**config.mk**
```make
export PLATFORM = sky130hd
export DESIGN_NAME = spt_horner_mul
export DESIGN_NICKNAME = d
export VERILOG_FILES = /design/src/spt_pkg.sv /design/src/spt_horner_mul.sv
export SDC_FILE = /design/constraint.sdc
export NUM_CORES = 2
export LEC_CHECK = 0
export ABC_AREA = 1
export BUFFER_PORTS_ARGS = -buffer_cell sky130_fd_sc_hd__buf_2
export CAP_MARGIN = 10
export CORE_AREA = 2 2 306 429
export CTS_BUF_LIST = sky130_fd_sc_hd__clkbuf_8
export DETAILED_ROUTE_END_ITERATION = 16
export DIE_AREA = 0 0 308 431
export PLACE_DENSITY = 0.6
export SYNTH_ARGS = -nofsm -noshare
export SYNTH_HDL_FRONTEND = slang
export SYNTH_SLANG_ARGS = --single-unit
```
**constraint.sdc**
```tcl
create_clock -name i_clk -period 15.1 [get_ports i_clk]
set_clock_uncertainty 0.15 [all_clocks]
set_input_delay 3.775 -clock i_clk [delete_from_list [all_inputs] [get_ports i_clk]]
set_output_delay 3.775 -clock i_clk [all_outputs]
set_load 0.005 [all_outputs]
```
**src/spt_pkg.sv**
```systemverilog
// Shared constants, types and register codes for the polynomial temperature block.
// Used by the stream interfaces, the Horner multiplier, the divider and the top level.
`default_nettype none

package spt_pkg;

    // Field widths
    localparam int RAW_W   = 24;
    localparam int COEF_W  = 16;
    localparam int IDX_W   = 3;
    localparam int TEMP_W  = 23;

    // Horner accumulator: signed, 16 fraction bits, magnitude below 2^35
    localparam int ACC_W   = 36;
    localparam int MAG_W   = 35;
    localparam int OPB_W   = 31;
    localparam int MLO_W   = 18;
    localparam int MHI_W   = 17;
    localparam int PL_W    = 49;
    localparam int PH_W    = 48;
    localparam int XW      = 67;
    localparam int STEP_LO = 13;
    localparam int LAST_LO = 26;

    // Constant divider by 3125, one 16-bit digit per two stages
    localparam int NUM_W   = 47;
    localparam int QUO_W   = 36;
    localparam int Q2_W    = 4;
    localparam int DCH_W   = 16;
    localparam int DY_W    = 28;
    localparam int DREC_W  = 29;
    localparam int DPROD_W = 57;
    localparam int DREM_W  = 12;
    localparam int DSHIFT  = 40;
    localparam logic [DREC_W-1:0] DIV_RECIP = 29'd351843721;
    localparam logic [DREM_W-1:0] DIV_D     = 12'd3125;

    // Rounding offsets: half of 2^13*3125, and 125 times half of 2^26*25
    localparam logic [XW-1:0] HALF_STEP = 67'd12800000;
    localparam logic [XW-1:0] HALF_LAST = 67'd104857600000;

    // Pipeline structure
    localparam int HORNER_STEPS = 4;
    localparam int MUL_STAGES   = 4;
    localparam int DIV_STAGES   = 6;

    // Output stage
    localparam int TSUM_W    = 38;
    localparam int KNEG_W    = 25;
    localparam int K0_SCALE  = 150;
    localparam logic signed [TEMP_W-1:0] T_MAX = 23'sd3000000;
    localparam logic signed [TEMP_W-1:0] T_MIN = -23'sd3000000;

    typedef enum logic [IDX_W-1:0] {
        CFG_K0 = 3'd0,
        CFG_K1 = 3'd1,
        CFG_K2 = 3'd2,
        CFG_K3 = 3'd3,
        CFG_K4 = 3'd4
    } t_cfg_idx;

    typedef struct packed {
        logic             neg;
        logic [RAW_W-1:0] raw;
    } t_side;

    typedef struct packed {
        logic [NUM_W-1:0] num;
        t_side            side;
    } t_num;

    typedef struct packed {
        logic [QUO_W-1:0] quo;
        t_side            side;
    } t_quo;

endpackage

`default_nettype wire

```
**src/spt_horner_mul.sv**
```systemverilog
// One Horner step front end: accumulate, take the magnitude, multiply by the reading
// and add the rounding offset. Four register stages. Depends on spt_pkg.
`default_nettype none

module spt_horner_mul (
    input  wire logic                               i_clk,
    input  wire logic                               i_rst_n,
    input  wire logic                               i_last,
    input  wire logic signed [spt_pkg::ACC_W-1:0]   i_term,
    input  wire logic                               i_valid,
    output logic                                    o_ready,
    input  wire spt_pkg::t_quo                      i_data,
    output logic                                    o_valid,
    input  wire logic                               i_ready,
    output spt_pkg::t_num                           o_data
);

    logic [spt_pkg::MUL_STAGES-1:0] r_vld;
    logic [spt_pkg::MUL_STAGES-1:0] ld;

    // A stage loads when it is empty or its contents move on.
    always_comb begin
        ld[spt_pkg::MUL_STAGES-1] = !r_vld[spt_pkg::MUL_STAGES-1] || i_ready;
        for (int k = spt_pkg::MUL_STAGES - 2; k >= 0; k--) begin
            ld[k] = !r_vld[k] || ld[k+1];
        end
    end

    always_ff @(posedge i_clk) begin
        if (!i_rst_n) begin
            r_vld <= '0;
        end else begin
            if (ld[0]) begin
                r_vld[0] <= i_valid;
            end
            for (int k = 1; k < spt_pkg::MUL_STAGES; k++) begin
                if (ld[k]) begin
                    r_vld[k] <= r_vld[k-1];
                end
            end
        end
    end

    // Stage 0: add the signed rounded quotient of the previous step to the coefficient term.
    logic signed [spt_pkg::ACC_W-1:0] q_s;
    logic signed [spt_pkg::ACC_W-1:0] n_acc;
    logic signed [spt_pkg::ACC_W-1:0] r_acc;
    logic [spt_pkg::RAW_W-1:0]        r_raw0;

    assign q_s   = $signed({1'b0, i_data.quo[spt_pkg::QUO_W-2:0]});
    assign n_acc = i_data.side.neg ? (i_term - q_s) : (i_term + q_s);

    always_ff @(posedge i_clk) begin
        if (ld[0]) begin
            r_acc  <= n_acc;
            r_raw0 <= i_data.side.raw;
        end
    end

    // Stage 1: sign and magnitude; the last step multiplies by 125 times the reading.
    logic [spt_pkg::ACC_W-1:0] n_mag;
    logic [spt_pkg::OPB_W-1:0] n_opb;
    logic                      r_neg1;
    logic [spt_pkg::MAG_W-1:0] r_mag;
    logic [spt_pkg::OPB_W-1:0] r_opb;
    logic [spt_pkg::RAW_W-1:0] r_raw1;

    assign n_mag = r_acc[spt_pkg::ACC_W-1] ? (spt_pkg::ACC_W'(0) - r_acc) : r_acc;
    assign n_opb = i_last ? ({r_raw0, 7'b0} - {6'b0, r_raw0, 1'b0} - {7'b0, r_raw0})
                          : {7'b0, r_raw0};

    always_ff @(posedge i_clk) begin
        if (ld[1]) begin
            r_neg1 <= r_acc[spt_pkg::ACC_W-1];
            r_mag  <= n_mag[spt_pkg::MAG_W-1:0];
            r_opb  <= n_opb;
            r_raw1 <= r_raw0;
        end
    end

    // Stage 2: two partial products of the magnitude and the operand.
    logic [spt_pkg::PL_W-1:0]  r_pl;
    logic [spt_pkg::PH_W-1:0]  r_ph;
    logic                      r_neg2;
    logic [spt_pkg::RAW_W-1:0] r_raw2;

    always_ff @(posedge i_clk) begin
        if (ld[2]) begin
            r_pl   <= spt_pkg::PL_W'(r_mag[spt_pkg::MLO_W-1:0]) * spt_pkg::PL_W'(r_opb);
            r_ph   <= spt_pkg::PH_W'(r_mag[spt_pkg::MAG_W-1:spt_pkg::MLO_W])
                      * spt_pkg::PH_W'(r_opb);
            r_neg2 <= r_neg1;
            r_raw2 <= r_raw1;
        end
    end

    // Stage 3: sum, rounding offset, and the power-of-two part of the divisor.
    logic [spt_pkg::XW-1:0] n_x;
    spt_pkg::t_num          r_out;

    assign n_x = spt_pkg::XW'({r_ph, {spt_pkg::MLO_W{1'b0}}}) + spt_pkg::XW'(r_pl)
                 + (i_last ? spt_pkg::HALF_LAST : spt_pkg::HALF_STEP);

    always_ff @(posedge i_clk) begin
        if (ld[3]) begin
            r_out.num      <= i_last
                ? spt_pkg::NUM_W'(n_x[spt_pkg::XW-1:spt_pkg::LAST_LO])
                : n_x[spt_pkg::STEP_LO+spt_pkg::NUM_W-1:spt_pkg::STEP_LO];
            r_out.side.neg <= r_neg2;
            r_out.side.raw <= r_raw2;
        end
    end

    assign o_ready = ld[0];
    assign o_valid = r_vld[spt_pkg::MUL_STAGES-1];
    assign o_data  = r_out;

endmodule

`default_nettype wire

```
==> impl_metrics.py <==
metrics = {
    "worst_setup_path": {
        "r2r_slack_ns": 8.23,
        "r2r-start": "r_mag[20]$_DFFE_PP_",
        "critPathMaxStageDelay_ns": 0.56,
        "crit_top_cell": "nor2_1",
        "cpMaxStageDelayCell": "nand2_4",
        "endpoint_kind": "primary output",
        "path_buf_inv": 4,
        "worst_path_dominant_cell_family": "simple AND/OR/NAND/NOR gates",
        "worstPathRequired_ns": 11.18,
        "worstSetupPathType": "in2out",
        "worstPathMaxFanout": 62,
        "critPathLaunchType": "primary input",
        "crit_chain": "buf_2 -> nor2_1 -> clkinv_2 -> nor2_1 -> inv_4 -> nor2_1 -> nand2_4 -> buf_2",
        "ff2ff_path_depth": 19,
        "cp_data_arrival_time_ns": 6.08,
        "reg2reg_to": "r_ph[45]$_DFFE_PP_",
    },
    "cts": {
        "clock-sinks": 336,
        "cts.repair.resized": 0,
        "clk_latency_ns": 0.72,
        "clockBufferDepth": 3,
        "htree_num_levels": 2,
        "tritoncts": "built",
        "cts_setup_buffers": 0,
        "clk_pin_slew_ns": 0.07,
        "hold_buffers": 0,
        "ctsRootBufferMaster": "clkbuf_8",
        "cts_buffers": 53,
    },
    "drt": {
        "vias_per_cell": 5.10,
        "dr.pass1.iters": 5,
        "wl_met3_um": 7970,
        "drt_iter0_drc": 2502,
        "top_layer_used": "met5",
        "wl_um": 169000,
        "drc": 0,
        "m1WireLength_um": 63900,
        "wl_met2_um": 88100,
        "wl_per_cell_um": 18.3,
        "via_count": 47100,
        "ant_nets": 0,
    },
    "global_route": {
        "grtUsageTotal_pct": 26.2,
        "grt_max_degree": 79,
        "grt_pass1_wl_um": 269000,
        "grt.overflow.total": 0,
        "antenna_found_initial": 2,
        "grt_pass1_vias": 50200,
    },
    "hold_path": {
        "holdCritPathClass": "reg2reg",
        "hold_path_end": "o_data[24]$_DFFE_PP_",
        "min-delay-start": "r_neg2$_DFFE_PP_",
        "min_delay_path_depth": 0,
    },
    "final_layout": {
        "drive_above_1_share_pct": 5.54,
        "final_nets": 8926,
        "final_util_pct": 47.7,
        "layout.cells.non_filler": 9229,
        "fillCellCount": 13100,
        "area_delta_synth_final_pct": 6.30,
    },
    "yosys": {
        "synth-edff-count": 332,
        "ys_top_cells_by_count": "nand2_1, inv_1, fa_1",
        "ys_seq_area_share_pct": 17.4,
        "yosys_warnings": 0,
        "syn_inst": 7475,
        "synthFlopType": "edfxtp_1",
        "synthTopCellsByArea": "fa_1, edfxtp_1, nand2_1, inv_1, ha_1",
        "syn-num-nets": 8875,
        "synthesis.area_mm2": 0.0578,
        "synth_top_area_share_pct": 31.9,
        "synth_most_common_cell": "nand2_1",
        "ys_ff_latch": 336,
        "syn_area_per_cell_um2": 7.73,
        "synth_cell_types": 53,
        "synthArstFlopShare_pct": 0,
        "synth_top_cell_by_area": "fa_1",
    },
    "place": {
        "place_ws_ns": 4.96,
        "place_hpwl_um": 134000,
        "place_inst": 9130,
        "place.gp.congestion": 0.957,
        "portBuffers": 174,
    },
    "sta": {
        "finalHoldViolCount": 0,
        "fin_crit_sh_pct": 66.2,
        "worst_slack_ns": 5.10,
        "worstMarginPinSlew_ns": 1.03,
        "slew_headroom_pct": 31.4,
        "post-route-min-period_ns": 10.00,
        "slew_viol_final": 0,
        "timing.final.setup_violations": 0,
        "rsz0062_at_grt": "false",
        "fin_tns_setup_ns": 0,
        "clock.fmax_ghz": 0.100,
    },
    "run": {
        "maxCapViolCount": 0,
    },
    "run_status": {
        "run_status": "finished, final reports clean",
    },
    "floorplanning": {
        "ios": 176,
        "rows": 156,
        "die_x_um": 308,
        "design.core.area_mm2": 0.129,
        "start_util_pct": 44.9,
        "die_h_um": 431,
        "die_area_mm2": 0.133,
    },
}
registers in the layout, indices dropped and copies added (netlist names), 23 cells and up:
register  count
r_raw0       24
r_raw2       24
o_data       72
r_ph         48
r_raw1       23
r_pl         37
r_opb        31
r_mag        35
r_acc        36
cell families (layout without fill, tap and decap cells):
| logic type | after synthesis | count (layout) | synth area share (%) |
|---|---|---|---|
| XOR/XNOR | 172 | 172 | 2.62 |
| adder cells (fa/ha/maj) | 1298 | 1298 | 40.1 |
| buffers and inverters | 2215 | 2308 | 14.4 |
| flip-flops | 336 | 336 | 17.4 |
| AND/OR/NAND/NOR | 2926 | 2926 | 20.5 |
| AO/OA/AOI/OAI | 528 | 528 | 5.03 |
| other | 0 | 2 | 0 |
layout by cell type, fill, tap and decap left out, types with 58 or more instances in the layout:
master	instances
a21oi_1	252
buf_2	173
buf_4	73
edfxtp_1	332
fa_1	922
ha_1	376
inv_1	1959
nand2_1	2085
nand3_1	217
nand4_1	58
nor2_1	400
o21ai_0	163
xor2_1	128
how the worst max path moves through the flow:
stage	depth (start not counted)	end	slack (ns)	start
2_1_floorplan	6	o_ready	1.96	i_ready
3_3_place_gp	8	o_ready	5.04	i_ready
3_5_place_dp	8	o_ready	4.96	i_ready
4_1_cts	8	o_ready	4.95	i_ready
5_1_grt	8	o_ready	4.79	i_ready
6_report	8	o_ready	5.10	i_ready
layer usage:
| layer | track usage (%) | vias up |
|---|---|---|
| li1 | - | 22200 |
| met1 | 29.6 | 23100 |
| met2 | 48.8 | 1399 |
| met3 | 2.83 | 426 |
| met4 | 12.3 | 2 |
| met5 | 0 | - |
area by class of cell:
type                            instances  area [um^2]  area share (%)
Antenna cell                            2         5.00         0.00815
Clock buffer                           53          729            1.19
Clock inverter                         44          345           0.562
Inverter                             1965         7380            12.0
Multi-Input combinational cell       4924        39400            64.2
Sequential cell                       336        10000            16.4
Tap cell                             1659         2080            3.38
Timing Repair Buffer                  246         1410            2.30
metrics by stage:
step           hold WS (ns)  area, um^2
2_1_floorplan         0.250       57800
3_3_place_gp          0.251       60300
3_5_place_dp          0.255       60300
4_1_cts               0.267       61400
5_1_grt               0.270       61400
6_report              0.262       61400
Power is left out: the tool's default activity adds up to more than one toggle a clock period on the data nets, which glitch-free logic cannot reach.
