**src/spt_pkg.sv**
```systemverilog
// Shared constants, types and register codes for the polynomial temperature block.
// Used by the stream interfaces, the Horner multiplier, the divider and the top level.
`default_nettype none

package spt_pkg;

    // Field widths
    localparam int RAW_W   = 24;
    localparam int COEF_W  = 16;
    localparam int IDX_W   = 3;
    localparam int TEMP_W  = 23;

    // Horner accumulator: signed, 16 fraction bits, magnitude below 2^35
    localparam int ACC_W   = 36;
    localparam int MAG_W   = 35;
    localparam int OPB_W   = 31;
    localparam int MLO_W   = 18;
    localparam int MHI_W   = 17;
    localparam int PL_W    = 49;
    localparam int PH_W    = 48;
    localparam int XW      = 67;
    localparam int STEP_LO = 13;
    localparam int LAST_LO = 26;

    // Constant divider by 3125, one 16-bit digit per two stages
    localparam int NUM_W   = 47;
    localparam int QUO_W   = 36;
    localparam int Q2_W    = 4;
    localparam int DCH_W   = 16;
    localparam int DY_W    = 28;
    localparam int DREC_W  = 29;
    localparam int DPROD_W = 57;
    localparam int DREM_W  = 12;
    localparam int DSHIFT  = 40;
    localparam logic [DREC_W-1:0] DIV_RECIP = 29'd351843721;
    localparam logic [DREM_W-1:0] DIV_D     = 12'd3125;

    // Rounding offsets: half of 2^13*3125, and 125 times half of 2^26*25
    localparam logic [XW-1:0] HALF_STEP = 67'd12800000;
    localparam logic [XW-1:0] HALF_LAST = 67'd104857600000;

    // Pipeline structure
    localparam int HORNER_STEPS = 4;
    localparam int MUL_STAGES   = 4;
    localparam int DIV_STAGES   = 6;

    // Output stage
    localparam int TSUM_W    = 38;
    localparam int KNEG_W    = 25;
    localparam int K0_SCALE  = 150;
    localparam logic signed [TEMP_W-1:0] T_MAX = 23'sd3000000;
    localparam logic signed [TEMP_W-1:0] T_MIN = -23'sd3000000;

    typedef enum logic [IDX_W-1:0] {
        CFG_K0 = 3'd0,
        CFG_K1 = 3'd1,
        CFG_K2 = 3'd2,
        CFG_K3 = 3'd3,
        CFG_K4 = 3'd4
    } t_cfg_idx;

    typedef struct packed {
        logic             neg;
        logic [RAW_W-1:0] raw;
    } t_side;

    typedef struct packed {
        logic [NUM_W-1:0] num;
        t_side            side;
    } t_num;

    typedef struct packed {
        logic [QUO_W-1:0] quo;
        t_side            side;
    } t_quo;

endpackage

`default_nettype wire

```
**src/spt_div3125.sv**
```systemverilog
// Pipelined constant divider by 3125: three 16-bit quotient digits, each found by a
// reciprocal multiply in two stages; a remainder feeds the next. Depends on spt_pkg.
`default_nettype none

module spt_div3125 (
    input  wire logic            i_clk,
    input  wire logic            i_rst_n,
    input  wire logic            i_valid,
    output logic                 o_ready,
    input  wire spt_pkg::t_num   i_data,
    output logic                 o_valid,
    input  wire logic            i_ready,
    output spt_pkg::t_quo        o_data
);

    logic [spt_pkg::DIV_STAGES-1:0] r_vld;
    logic [spt_pkg::DIV_STAGES-1:0] ld;

    always_comb begin
        ld[spt_pkg::DIV_STAGES-1] = !r_vld[spt_pkg::DIV_STAGES-1] || i_ready;
        for (int k = spt_pkg::DIV_STAGES - 2; k >= 0; k--) begin
            ld[k] = !r_vld[k] || ld[k+1];
        end
    end

    always_ff @(posedge i_clk) begin
        if (!i_rst_n) begin
            r_vld <= '0;
        end else begin
            if (ld[0]) begin
                r_vld[0] <= i_valid;
            end
            for (int k = 1; k < spt_pkg::DIV_STAGES; k++) begin
                if (ld[k]) begin
                    r_vld[k] <= r_vld[k-1];
                end
            end
        end
    end

    // For y below 3125*2^16, (y * DIV_RECIP) >> 40 is exactly y / 3125.
    logic [spt_pkg::DY_W-1:0]        y0;
    logic [spt_pkg::DPROD_W-1:0]     r_p0;
    logic [spt_pkg::DY_W-1:0]        r_y0;
    logic [2*spt_pkg::DCH_W-1:0]     r_lo0;
    spt_pkg::t_side                  r_side0;

    assign y0 = spt_pkg::DY_W'(i_data.num[spt_pkg::NUM_W-1:2*spt_pkg::DCH_W]);

    always_ff @(posedge i_clk) begin
        if (ld[0]) begin
            r_p0    <= spt_pkg::DPROD_W'(y0) * spt_pkg::DPROD_W'(spt_pkg::DIV_RECIP);
            r_y0    <= y0;
            r_lo0   <= i_data.num[2*spt_pkg::DCH_W-1:0];
            r_side0 <= i_data.side;
        end
    end

    // Top digit and its remainder.
    logic [spt_pkg::DCH_W-1:0]   q2;
    logic [spt_pkg::DY_W-1:0]    rem1;
    logic [spt_pkg::DY_W-1:0]    r_y1;
    logic [spt_pkg::Q2_W-1:0]    r_q2_1;
    logic [spt_pkg::DCH_W-1:0]   r_lo1;
    spt_pkg::t_side              r_side1;

    assign q2   = r_p0[spt_pkg::DSHIFT+spt_pkg::DCH_W-1:spt_pkg::DSHIFT];
    assign rem1 = r_y0 - spt_pkg::DY_W'(spt_pkg::DY_W'(q2) * spt_pkg::DY_W'(spt_pkg::DIV_D));

    always_ff @(posedge i_clk) begin
        if (ld[1]) begin
            r_y1    <= {rem1[spt_pkg::DREM_W-1:0], r_lo0[2*spt_pkg::DCH_W-1:spt_pkg::DCH_W]};
            r_q2_1  <= q2[spt_pkg::Q2_W-1:0];
            r_lo1   <= r_lo0[spt_pkg::DCH_W-1:0];
            r_side1 <= r_side0;
        end
    end

    logic [spt_pkg::DPROD_W-1:0] r_p2;
    logic [spt_pkg::DY_W-1:0]    r_y2;
    logic [spt_pkg::Q2_W-1:0]    r_q2_2;
    logic [spt_pkg::DCH_W-1:0]   r_lo2;
    spt_pkg::t_side              r_side2;

    always_ff @(posedge i_clk) begin
        if (ld[2]) begin
            r_p2    <= spt_pkg::DPROD_W'(r_y1) * spt_pkg::DPROD_W'(spt_pkg::DIV_RECIP);
            r_y2    <= r_y1;
            r_q2_2  <= r_q2_1;
            r_lo2   <= r_lo1;
            r_side2 <= r_side1;
        end
    end

    // Middle digit and its remainder.
    logic [spt_pkg::DCH_W-1:0]   q1;
    logic [spt_pkg::DY_W-1:0]    rem3;
    logic [spt_pkg::DY_W-1:0]    r_y3;
    logic [spt_pkg::Q2_W-1:0]    r_q2_3;
    logic [spt_pkg::DCH_W-1:0]   r_q1_3;
    spt_pkg::t_side              r_side3;

    assign q1   = r_p2[spt_pkg::DSHIFT+spt_pkg::DCH_W-1:spt_pkg::DSHIFT];
    assign rem3 = r_y2 - spt_pkg::DY_W'(spt_pkg::DY_W'(q1) * spt_pkg::DY_W'(spt_pkg::DIV_D));

    always_ff @(posedge i_clk) begin
        if (ld[3]) begin
            r_y3    <= {rem3[spt_pkg::DREM_W-1:0], r_lo2};
            r_q2_3  <= r_q2_2;
            r_q1_3  <= q1;
            r_side3 <= r_side2;
        end
    end

    logic [spt_pkg::DPROD_W-1:0] r_p4;
    logic [spt_pkg::Q2_W-1:0]    r_q2_4;
    logic [spt_pkg::DCH_W-1:0]   r_q1_4;
    spt_pkg::t_side              r_side4;

    always_ff @(posedge i_clk) begin
        if (ld[4]) begin
            r_p4    <= spt_pkg::DPROD_W'(r_y3) * spt_pkg::DPROD_W'(spt_pkg::DIV_RECIP);
            r_q2_4  <= r_q2_3;
            r_q1_4  <= r_q1_3;
            r_side4 <= r_side3;
        end
    end

    // Low digit; the remainder is not needed.
    spt_pkg::t_quo r_out;

    always_ff @(posedge i_clk) begin
        if (ld[5]) begin
            r_out.quo  <= {r_q2_4, r_q1_4,
                           r_p4[spt_pkg::DSHIFT+spt_pkg::DCH_W-1:spt_pkg::DSHIFT]};
            r_out.side <= r_side4;
        end
    end

    assign o_ready = ld[0];
    assign o_valid = r_vld[spt_pkg::DIV_STAGES-1];
    assign o_data  = r_out;

endmodule

`default_nettype wire

```
**config.mk**
```make
export PLATFORM = sky130hd
export DESIGN_NAME = spt_div3125
export DESIGN_NICKNAME = d
export VERILOG_FILES = /design/src/spt_pkg.sv /design/src/spt_div3125.sv
export SDC_FILE = /design/constraint.sdc
export NUM_CORES = 2
export LEC_CHECK = 0
export ABC_AREA = 1
export BUFFER_PORTS_ARGS = -buffer_cell sky130_fd_sc_hd__buf_2
export CAP_MARGIN = 40
export CORE_ASPECT_RATIO = 0.7
export CORE_MARGIN = 4
export CORE_UTILIZATION = 40
export CTS_CLUSTER_SIZE = 12
export DETAILED_ROUTE_END_ITERATION = 8
export PLACE_DENSITY = 0.65
export SKIP_LAST_GASP = 1
export SYNTH_ARGS = -nofsm -noshare
export SYNTH_HDL_FRONTEND = slang
export SYNTH_SLANG_ARGS = --single-unit
```
**constraint.sdc**
```tcl
create_clock -name i_clk -period 11.9 [get_ports i_clk]
set_clock_uncertainty 0.05 [all_clocks]
set_input_delay 0.595 -clock i_clk [delete_from_list [all_inputs] [get_ports i_clk]]
set_output_delay 0.595 -clock i_clk [all_outputs]
set_load 0.03 [all_outputs]
```
==> metrics <==
hold crit path type primary input to flop; Async S/R FF share, synth 0; gr ovfl total 0; IO Port Bufs 138; routed wl met3 about 14 mm; Antenna Violating Nets Remaining 0; Synth area leaders fa_1 (29%), edfxtp_1 (25%), ha_1 (21%), inv_1 (12%), nand2_1 (5.4%); end of the worst register-to-register path r_p4[40]; mapped cell area approximately 0.05 mm²; area leader, netlist fa_1; worst endpoint required time 12.19 ns; met1 WL 60.4 mm; #FFs+latches synth 420; GR Util All Layers 0.208; Period minus WS final approximately 6.6 ns; Synth top area share 0.288; CP endpoint kind flop; WL/cell ~19 µm; post-synthesis sequential area ratio 0.248; Final Max Tran Viols 0; period utilization 0.556; Final Hold Fails 0; Synth Warn # 0; final setup violation count 0; root buffer cell clkbuf_16; met2 routed WL ~57 mm; CTS resizes 0; vias in the first global route ~36000; Max-slew headroom 0.443; initial antenna violation count 5; number of DRC markers in iteration 0 between 2000 and 3000; Netlist cell types 39; hpwl dp between 100 and 150 mm; syn_nets about 6700; H-Tree Depth 2; die width 433 µm; maxcap violations 0; vias per inst 4.88; post-route DRC violation count 0; CP arrival 6.91 ns; Hold EP r_side0[11]; CP max FO 9; Mapped Cells 5075; Starting Density 0.406; RSZ-0062 raised after global routing false; FF-to-FF path depth 19; Worst-Skew Late Latency between 0.6 and 0.7 ns; DRT Pass-1 Iters 5; num ports 139; cts bufs inserted 46; CTS Buffer Depth 3; status complete, no violations; Post-CTS Setup Inserts 0; total number of vias about 34000; startpoint types flop; core area ~0.12 mm²; final WL around 130 mm; Critical Setup Path Class flop to flop; number of synthesized flops with an enable pin between 400 and 500; Main synth FF type edfxtp_1; pin count of the biggest net entering global routing 61; # diodes 0; hold depth 1; Worst R2R Setup Slack between 5 and 6 ns; area grow syn2layout 8.61%; Highest Signal Layer met4; Hold Buf Count CTS 0; clock slew at reported path FFs roughly 0.07 ns; row cnt 108; FMAX 0.151 GHz; reg2reg start r_y3[8]; Die Ht 306 µm; die area 0.132 mm²; layout cells sized above 1 0.0515; average instance area after synthesis around 10 µm²; nets 6925; Worst Tran Pin Value roughly 0.84 ns; TritonCTS Sinks 420; first-pass GRT wire length between 200 and 250 mm; GPL Wtd Cong 1.01; setup_tns 0 ns; worst hold start i_data[11]; CTS tree built
## cell usage after synthesis (all sizes together), types with 6 or more instances
cell type and number:
ha 851, inv 1569, xnor2 21, nand3 87, nand3b 6, nor2 213
a21o 12, nand2 744, o21bai 21, edfxtp 414, nor3 38, or2 6
dfxtp 6, xor2 32, nand4 56, fa 728, o21ai 76, a21oi 166
## cells in the final DEF, fill, tap and decap left out, types with 12 or more instances in the layout
| cell type | instances |
|---|---|
| nor3_2 | 15 |
| nand3_1 | 87 |
| fa_1 | 728 |
| clkbuf_16 | 47 |
| o21bai_1 | 21 |
| buf_2 | 138 |
| edfxtp_1 | 414 |
| nor3_1 | 23 |
| nand2_1 | 730 |
| xor2_1 | 32 |
| nor2_1 | 191 |
| xnor2_1 | 21 |
| a21oi_1 | 166 |
| a21o_1 | 12 |
| ha_1 | 851 |
| nor2_2 | 19 |
| o21ai_0 | 74 |
| inv_1 | 1560 |
| nand2_2 | 12 |
| nand4_1 | 56 |
| clkbuf_1 | 12 |
## critical path, cell delays in order, from the launching register on
cell      delay, ns
edfxtp_1       0.67
fa_1           0.76
inv_1          0.10
fa_1           0.52
fa_1           0.56
inv_1          0.05
fa_1           0.51
fa_1           0.53
fa_1           0.50
inv_1          0.05
fa_1           0.47
inv_1          0.04
ha_1           0.31
nand2_1        0.10
nor2_1         0.20
nand2_1        0.13
nor2_1         0.26
nand4_1        0.32
nand4_1        0.20
nand2_1        0.08
## layout make-up
class | count | area [µm²]
clock buffer | 59 | 1220
timing repair buffer | 148 | 833
tap | 1650 | 2060
clock inverter | 19 | 226
inverter | 1570 | 5900
fill | 11900 | 69800
sequential | 420 | 12600
multi-input combinational | 3084 | 32200
## registers in the layout, summed over array words and instances, names as in the netlist, 19 cells and up
register	count
r_y3	28
o_data	61
r_side2	25
r_p2	19
r_side4	25
r_side3	25
r_side1	25
r_y1	28
r_side0	25
r_lo0	32
## metrics by stage
step	std cells	cell area, µm²	hold WS, ns	utilization	setup WS, ns
6_report	6950	55000	0.107	0.441	5.28
5_1_grt	6950	55000	0.0748	0.441	5.01
4_1_cts	6950	55000	0.0629	0.441	5.37
3_5_place_dp	6872	53500	0.355	0.429	5.40
3_3_place_gp	6868	53400	0.350	0.428	5.39
2_1_floorplan	5075	50600	0.350	-	4.96
## cell families (layout without fill, tap and decap cells)
family / count (synthesis) / in the layout / synth area share
compound gates: 293 / 293 / 0.0314
simple gates: 1159 / 1159 / 0.0965
xor+xnor: 53 / 53 / 0.00917
flops: 420 / 420 / 0.248
fa+ha+maj: 1579 / 1579 / 0.498
buf+inv: 1571 / 1796 / 0.117
## metal layers
layer / global-route usage / up-vias
met5: 0 / -
met4: 0.0396 / 0
met3: 0.0660 / 156
met2: 0.313 / 1202
met1: 0.297 / 16600
li1: - / 16000
## worst max-delay path by stage
stage          startpoint        to  cells past startpoint
2_1_floorplan     i_ready   o_ready                      8
3_3_place_gp      r_y3[8]  r_p4[41]                     19
3_5_place_dp      r_y3[8]  r_p4[41]                     19
4_1_cts           r_y3[8]  r_p4[41]                     19
5_1_grt           r_y3[8]  r_p4[41]                     19
6_report          r_y3[8]  r_p4[40]                     19
Power is not shown: default switching activity piles up to over one toggle a cycle in this logic, so the estimate is an artifact.
